--- config.mk ---
export PLATFORM = sky130hd
export DESIGN_NAME = incremental_pid_controller
export DESIGN_NICKNAME = d
export VERILOG_FILES = /design/src/design/ipid_pkg.sv /design/src/design/ipid_drive.sv /design/src/design/incremental_pid_controller.sv
export SDC_FILE = /design/constraint.sdc
export NUM_CORES = 2
export LEC_CHECK = 0
export ABC_AREA = 1
export BUFFER_PORTS_ARGS = -buffer_cell sky130_fd_sc_hd__buf_2
export CAP_MARGIN = 20
export CELL_PAD_IN_SITES_DETAIL_PLACEMENT = 0
export CELL_PAD_IN_SITES_GLOBAL_PLACEMENT = 1
export CORE_ASPECT_RATIO = 0.9
export CORE_UTILIZATION = 40
export DETAILED_ROUTE_END_ITERATION = 7
export PLACE_DENSITY_LB_ADDON = 0.08
export RECOVER_POWER = 50
export SLEW_MARGIN = 20
export SYNTH_ARGS = -nofsm -noshare
export SYNTH_HDL_FRONTEND = slang
export SYNTH_SLANG_ARGS = --single-unit
--- constraint.sdc ---
create_clock -name aclk -period 16.37 [get_ports aclk]
set_clock_uncertainty 0.2 [all_clocks]
set_input_delay 0.8185 -clock aclk [delete_from_list [all_inputs] [get_ports aclk]]
set_output_delay 0.8185 -clock aclk [all_outputs]
set_load 0.02 [all_outputs]
--- src/design/ipid_pkg.sv ---
// ----------------------------------------------------------------------------
// Incremental PID controller package
// Shared widths, defaults, register indexes and the stage tag type.
// ----------------------------------------------------------------------------
package ipid_pkg;

    localparam int GAIN_W      = 16;
    localparam int WINDOW_W    = 16;
    localparam int OUT_MAX_W   = 15;
    localparam int OUT_MIN_W   = 16;
    localparam int DRIVE_W     = 16;
    localparam int CFG_DATA_W  = 16;
    localparam int CFG_INDEX_W = 3;

    localparam int DEF_ERROR_WIDTH  = 16;
    localparam int DEF_ACC_WIDTH    = 48;
    localparam int DEF_OUTPUT_SCALE = 1000;

    localparam logic [OUT_MAX_W-1:0]        OUT_MAX_RESET = '1;
    localparam logic signed [OUT_MIN_W-1:0] OUT_MIN_RESET = {1'b1, {(OUT_MIN_W-1){1'b0}}};

    typedef enum logic [CFG_INDEX_W-1:0] {
        CFG_GAIN_P     = 3'd0,
        CFG_GAIN_I     = 3'd1,
        CFG_GAIN_D     = 3'd2,
        CFG_INT_WINDOW = 3'd3,
        CFG_OUT_MAX    = 3'd4,
        CFG_OUT_MIN    = 3'd5
    } ipid_cfg_index_t;

    typedef struct packed {
        logic valid;
        logic integ;
    } ipid_tag_t;

endpackage

--- src/design/ipid_drive.sv ---
// ----------------------------------------------------------------------------
// Drive value scaling and clamp
// Three-stage pipeline: accumulator magnitude, reciprocal multiply for the
// division by the output scale, then symmetric clamp and result register.
// ----------------------------------------------------------------------------
module ipid_drive
    import ipid_pkg::*;
#(
    parameter int ACC_WIDTH    = DEF_ACC_WIDTH,
    parameter int OUTPUT_SCALE = DEF_OUTPUT_SCALE
) (
    input  logic                         aclk,
    input  logic                         aresetn,
    input  ipid_tag_t                    acc_tag,
    input  logic signed [ACC_WIDTH-1:0]  acc,
    output logic                         acc_ready,
    input  logic [OUT_MAX_W-1:0]         out_max,
    output logic                         m_valid,
    input  logic                         m_ready,
    output logic signed [DRIVE_W-1:0]    m_drive_value,
    output logic                         m_integral_applied
);

    localparam longint LIMIT    = longint'(OUTPUT_SCALE) * (longint'(1) << OUT_MAX_W);
    localparam int     X_W      = $clog2(LIMIT);
    localparam int     SC_LOG   = $clog2(OUTPUT_SCALE);
    localparam int     SHIFT    = X_W + SC_LOG;
    localparam int     RECIP_W  = X_W + 1;
    localparam int     PROD_W   = X_W + RECIP_W;
    localparam logic [RECIP_W-1:0] RECIP =
        RECIP_W'(((longint'(1) << SHIFT) + longint'(OUTPUT_SCALE) - 1) / longint'(OUTPUT_SCALE));

    logic                  en3, en4, en5;
    ipid_tag_t             tag3_reg, tag4_reg;
    logic                  sign3_reg, big3_reg, sign4_reg, big4_reg;
    logic [X_W-1:0]        x3_reg;
    logic [PROD_W-1:0]     prod4_reg;
    logic [ACC_WIDTH-1:0]  acc_mag;
    logic [OUT_MAX_W-1:0]  quot;
    logic [OUT_MAX_W-1:0]  clamp_mag;
    logic [DRIVE_W-1:0]    mag_ext;
    logic [DRIVE_W-1:0]    drive_next;
    logic                  m_valid_reg;
    logic [DRIVE_W-1:0]    drive_reg;
    logic                  integ_reg;

    assign en5       = !m_valid_reg || m_ready;
    assign en4       = !tag4_reg.valid || en5;
    assign en3       = !tag3_reg.valid || en4;
    assign acc_ready = en3;

    assign acc_mag   = acc[ACC_WIDTH-1] ? (~acc + 1'b1) : acc;
    assign quot      = prod4_reg[SHIFT +: OUT_MAX_W];
    assign clamp_mag = (big4_reg || (quot > out_max)) ? out_max : quot;
    assign mag_ext   = DRIVE_W'(clamp_mag);
    assign drive_next = sign4_reg ? (~mag_ext + 1'b1) : mag_ext;

    always_ff @(posedge aclk) begin
        if (!aresetn) begin
            tag3_reg    <= '0;
            tag4_reg    <= '0;
            m_valid_reg <= 1'b0;
        end else begin
            if (en3) begin
                tag3_reg <= acc_tag;
            end
            if (en4) begin
                tag4_reg <= tag3_reg;
            end
            if (en5) begin
                m_valid_reg <= tag4_reg.valid;
            end
        end
    end

    always_ff @(posedge aclk) begin
        if (en3) begin
            sign3_reg      <= acc[ACC_WIDTH-1];
            big3_reg       <= acc_mag >= ACC_WIDTH'(LIMIT);
            x3_reg         <= acc_mag[X_W-1:0];
        end
        if (en4) begin
            sign4_reg      <= sign3_reg;
            big4_reg       <= big3_reg;
            prod4_reg      <= PROD_W'(x3_reg) * PROD_W'(RECIP);
        end
        if (en5) begin
            drive_reg <= drive_next;
            integ_reg <= tag4_reg.integ;
        end
    end

    assign m_valid            = m_valid_reg;
    assign m_drive_value      = drive_reg;
    assign m_integral_applied = integ_reg;

endmodule

--- src/design/incremental_pid_controller.sv ---
// ----------------------------------------------------------------------------
// Incremental PID controller with integral separation
// Accumulates proportional, integral and derivative increments of the error
// and presents the scaled, clamped drive value for each error request.
//
//   Channel   Ports                         Moves
//   s_        s_valid/s_ready               one error request
//   m_        m_valid/m_ready               drive value and integral flag
//   cfg_      cfg_write_en/index/data       one register write, no wait
//
// One request is accepted per cycle while s_ready is high.
// The accumulator update (three products summed and saturated) is the one
// feedback loop.
// Reset clears accumulator, history, gains, window; limits take defaults.
// A stall on m_ready fills the empty stages first, then holds s_ready low.
// ----------------------------------------------------------------------------
module incremental_pid_controller
    import ipid_pkg::*;
#(
    parameter int ERROR_WIDTH  = DEF_ERROR_WIDTH,
    parameter int ACC_WIDTH    = DEF_ACC_WIDTH,
    parameter int OUTPUT_SCALE = DEF_OUTPUT_SCALE
) (
    input  logic                          aclk,
    input  logic                          aresetn,
    input  logic                          cfg_write_en,
    input  logic [CFG_INDEX_W-1:0]        cfg_index,
    input  logic [CFG_DATA_W-1:0]         cfg_data,
    input  logic                          s_valid,
    output logic                          s_ready,
    input  logic signed [ERROR_WIDTH-1:0] s_error_sample,
    output logic                          m_valid,
    input  logic                          m_ready,
    output logic signed [DRIVE_W-1:0]     m_drive_value,
    output logic                          m_integral_applied
);

    localparam int D1_W   = ERROR_WIDTH + 1;
    localparam int D2_W   = ERROR_WIDTH + 2;
    localparam int PP_W   = GAIN_W + D1_W;
    localparam int PD_W   = GAIN_W + D2_W;
    localparam int PI_W   = GAIN_W + ERROR_WIDTH;
    localparam int INC_W  = GAIN_W + ERROR_WIDTH + 4;
    localparam int SUM_W  = ((ACC_WIDTH > INC_W) ? ACC_WIDTH : INC_W) + 1;
    localparam int CMP_W  = (ERROR_WIDTH > WINDOW_W) ? ERROR_WIDTH : WINDOW_W;
    localparam logic signed [ACC_WIDTH-1:0] ACC_TOP = {1'b0, {(ACC_WIDTH-1){1'b1}}};
    localparam logic signed [ACC_WIDTH-1:0] ACC_BOT = {1'b1, {(ACC_WIDTH-1){1'b0}}};

    logic signed [GAIN_W-1:0]      gain_p_reg, gain_i_reg, gain_d_reg;
    logic [WINDOW_W-1:0]           window_reg;
    logic [OUT_MAX_W-1:0]          out_max_reg;
    logic signed [OUT_MIN_W-1:0]   out_min_reg;

    logic signed [ERROR_WIDTH-1:0] e1_reg, e2_reg;
    logic                          accept, en2, drv_ready;

    logic signed [D1_W-1:0]        diff1;
    logic signed [D2_W-1:0]        diff2;
    logic [ERROR_WIDTH-1:0]        err_mag;
    logic                          in_window;

    logic                          v1_reg;
    logic signed [PP_W-1:0]        pp1_reg;
    logic signed [PD_W-1:0]        pd1_reg;
    logic signed [PI_W-1:0]        pi1_reg;
    logic                          win1_reg, neg1_reg, pos1_reg;

    logic                          integ;
    logic signed [SUM_W-1:0]       pi_sel, sum;
    logic signed [ACC_WIDTH-1:0]   acc_next, acc_reg;
    ipid_tag_t                     tag2_reg;

    always_ff @(posedge aclk) begin
        if (!aresetn) begin
            gain_p_reg  <= '0;
            gain_i_reg  <= '0;
            gain_d_reg  <= '0;
            window_reg  <= '0;
            out_max_reg <= OUT_MAX_RESET;
            out_min_reg <= OUT_MIN_RESET;
        end else if (cfg_write_en) begin
            unique case (cfg_index)
                CFG_GAIN_P:     gain_p_reg  <= cfg_data;
                CFG_GAIN_I:     gain_i_reg  <= cfg_data;
                CFG_GAIN_D:     gain_d_reg  <= cfg_data;
                CFG_INT_WINDOW: window_reg  <= cfg_data;
                CFG_OUT_MAX:    out_max_reg <= cfg_data[OUT_MAX_W-1:0];
                CFG_OUT_MIN:    out_min_reg <= cfg_data;
                default: ;
            endcase
        end
    end

    assign en2     = !tag2_reg.valid || drv_ready;
    assign s_ready = !v1_reg || en2;
    assign accept  = s_valid && s_ready;

    assign diff1   = D1_W'(s_error_sample) - D1_W'(e1_reg);
    assign diff2   = D2_W'(s_error_sample) - (D2_W'(e1_reg) <<< 1) + D2_W'(e2_reg);
    assign err_mag = s_error_sample[ERROR_WIDTH-1] ? (~s_error_sample + 1'b1) : s_error_sample;
    assign in_window = CMP_W'(err_mag) <= CMP_W'(window_reg);

    always_ff @(posedge aclk) begin
        if (!aresetn) begin
            e1_reg <= '0;
            e2_reg <= '0;
            v1_reg <= 1'b0;
        end else begin
            if (accept) begin
                e1_reg <= s_error_sample;
                e2_reg <= e1_reg;
            end
            if (s_ready) begin
                v1_reg <= s_valid;
            end
        end
    end

    always_ff @(posedge aclk) begin
        if (accept) begin
            pp1_reg  <= PP_W'(gain_p_reg) * PP_W'(diff1);
            pd1_reg  <= PD_W'(gain_d_reg) * PD_W'(diff2);
            pi1_reg  <= PI_W'(gain_i_reg) * PI_W'(s_error_sample);
            win1_reg <= in_window;
            neg1_reg <= s_error_sample[ERROR_WIDTH-1];
            pos1_reg <= !s_error_sample[ERROR_WIDTH-1] && (s_error_sample != '0);
        end
    end

    always_comb begin
        if (!win1_reg) begin
            integ = 1'b0;
        end else if (acc_reg >= ACC_WIDTH'($signed({1'b0, out_max_reg}))) begin
            integ = neg1_reg;
        end else if (acc_reg <= ACC_WIDTH'(out_min_reg)) begin
            integ = pos1_reg;
        end else begin
            integ = 1'b1;
        end
    end

    assign pi_sel = integ ? SUM_W'(pi1_reg) : '0;
    assign sum    = SUM_W'(acc_reg) + SUM_W'(pp1_reg) + SUM_W'(pd1_reg) + pi_sel;

    always_comb begin
        if (sum > SUM_W'(ACC_TOP)) begin
            acc_next = ACC_TOP;
        end else if (sum < SUM_W'(ACC_BOT)) begin
            acc_next = ACC_BOT;
        end else begin
            acc_next = sum[ACC_WIDTH-1:0];
        end
    end

    always_ff @(posedge aclk) begin
        if (!aresetn) begin
            acc_reg  <= '0;
            tag2_reg <= '0;
        end else if (en2) begin
            tag2_reg.valid <= v1_reg;
            if (v1_reg) begin
                acc_reg        <= acc_next;
                tag2_reg.integ <= integ;
            end
        end
    end

    ipid_drive #(
        .ACC_WIDTH    (ACC_WIDTH),
        .OUTPUT_SCALE (OUTPUT_SCALE)
    ) u_drive (
        .aclk               (aclk),
        .aresetn            (aresetn),
        .acc_tag            (tag2_reg),
        .acc                (acc_reg),
        .acc_ready          (drv_ready),
        .out_max            (out_max_reg),
        .m_valid            (m_valid),
        .m_ready            (m_ready),
        .m_drive_value      (m_drive_value),
        .m_integral_applied (m_integral_applied)
    );

endmodule

==> flow_metrics.tcl <==
set metrics [dict create \
    status "complete, but fails checks" \
    violations "capacitance limit, slew limit" \
    place_congestion 0.932 \
    dpl.hpwl_um 184000 \
    io_buffers 58 \
    mostFrequentLayoutCell "inv_1" \
    initial_core_util_pct 40.4 \
    grt-ovfl-total 0 \
    relSlewSlack_pct -169 \
    largest_reg_flops 48 \
    grt_max_degree 109 \
    synth.avg_cell_area_um2 8.31 \
    grt_antenna_before_repair 13 \
    finalHoldViolations 0 \
    grt_pass1_wl_um 331000 \
    cts_resized 0 \
    htree_levels 2 \
    route.detailed.drc 0 \
    drv_slew 375 \
    dieArea_um2 163000 \
    yosysTopAreaCell "fa_1" \
    async_flop_share_pct 0 \
    cts_sinks 346 \
    tns_ns 0 \
    cts_tree "yes" \
    end_kind "flip-flop" \
    final.fill_count 16468 \
    critPathLaunchType "flip-flop" \
    fin_crit_sh_pct 60.7 \
    hold_buffers 0 \
    finalWorstPathRequiredPeriod_ns 9.94 \
    crit_arrival_ns 10.21 \
    yosysTopAreaCellShare_pct 35.1 \
    clock_latency_ns 0.62 \
    cp_max_fo 53 \
    pin_count 59 \
    wirelength_um 217000 \
    final_cell_area_um2 68500 \
    worst_path_most_repeated_cell "a21oi_1" \
    grt_pass1_vias 51570 \
    nets 9571 \
    fp-row-count 139 \
    path_clk_slew_ns 0.06 \
    slowest_stage "clkbuf_1" \
    final_layout_size_suffix_gt1_share_pct 3.88 \
    die_h_um 383 \
    finalSetupViolations 0 \
    syn_inst 7767 \
    synth_nets 9616 \
    fmax_ghz 0.101 \
    dr.pass1.iters 6 \
    syn_area_um2 64500 \
    ant_nets 0 \
    hold_class "flip-flop to flip-flop" \
    place_area_um2 67100 \
    ys_types 55 \
    cts_max_path_buffers 3 \
    rsz0062_at_grt "false" \
    via_per_inst 5.03 \
    synthTopCellsByArea "fa_1 (35%), ha_1 (13%), inv_1 (11%), edfxtp_1 (7.6%), nand2_1 (7.4%)" \
    synth-seq-cells 346 \
    seq_area_frac_synth_pct 13.3 \
    drtIter0Drc 3293 \
    synth_warnings 0 \
    cts-buffers-inserted 45 \
    max_stage_delay_ns 1.72 \
    vias 49706 \
    worst_pin_slew_ns 4.03 \
    root_buffer "clkbuf_16" \
    post_cts_buffers 0 \
    wl_per_cell_um 22.0 \
    synth_edf_count 163 \
    area_growth_pct 6.11 \
    coreArea_um2 160000 \
    synth_flop_cell "dfxtp_1" \
    die_x_um 425 \
    final_cell_mix "inv_1 (1915), nand2_1 (1278), fa_1 (1130)" \
    cap_violations 8 \
    grt_usage_pct 27.1 \
    criticalPathCategory "flip-flop to flip-flop" \
    worstPathRequired_ns 16.64 \
]
[cell type report]
type | instances | area (um^2) | area share [%]
clock buffer | 58 | 1220 | 1.78
antenna | 3 | 7.51 | 0.0110
timing repair buffer | 120 | 684 | 0.999
inverter | 1937 | 7270 | 10.6
clock inverter | 24 | 272 | 0.396
sequential | 346 | 8560 | 12.5
multi-input combinational | 5272 | 47800 | 69.8
tap | 2115 | 2650 | 3.86
[metal layers]
metal | vias up | routed length [um] | track usage [%]
met1 | 24860 | 104000 | 39.6
met4 | 2 | 4750 | 5.37
li1 | 23513 | - | -
met3 | 202 | 9780 | 2.49
met2 | 1129 | 99000 | 43.6
met5 | - | 14 | 0
[Yosys cell counts, drive strengths merged (19+ instances only)]
cell type,count
a21o,26
o211ai,30
nand2,1317
ha,678
a21oi,453
o21ai,332
edfxtp,163
fa,1131
nand4,55
nor3,50
nor2,582
or2,45
xnor2,66
a31oi,19
buf,36
nor4,19
inv,1923
clkbuf,176
o21a,21
dfxtp,183
xor2,173
nand3,204
[cell families (layout without fill, tap and decap cells)]
kind of cell	after synthesis	in the layout	synth area share, %
XOR/XNOR	239	239	3.24
buffers and inverters	2149	2139	12.7
AO/OA/AOI/OAI	930	930	7.97
adder cells (fa/ha/maj)	1809	1809	48.2
other	0	3	0
AND/OR/NAND/NOR	2294	2294	14.6
flip-flops	346	346	13.3
[stage by stage]
step	utilization, %	setup WS, ns	std cells	hold WS [ns]
5_1_grt	42.8	5.81	9872	0.246
3_5_place_dp	42.0	6.29	9789	0.215
6_report	42.8	6.43	9875	0.220
2_1_floorplan	-	7.57	7767	0.200
4_1_cts	42.9	6.93	9871	0.222
3_3_place_gp	42.0	6.43	9789	0.208
[worst max-delay path: cells and delay by family, from the launching register on]
family | cells | cell delay [ns]
flops | 1 | 0.31
simple gates | 11 | 2.07
fa+ha+maj | 4 | 2.47
xor+xnor | 1 | 0.20
compound gates | 7 | 1.63
buf+inv | 5 | 2.78
[final timing paths]
kind,start,endpoint,slack [ns],cells after the start
worst min-delay path,u_drive.big3_reg,u_drive.big4_reg,0.22,0
worst min register to register,u_drive.big3_reg,u_drive.big4_reg,0.22,0
worst max register to register,acc_reg[47],acc_reg[12],6.43,28
worst max-delay path,acc_reg[47],acc_reg[12],6.43,28
Power is left out: the tool's default activity adds up to more than one toggle a clock period on the data nets, which glitch-free logic cannot reach.
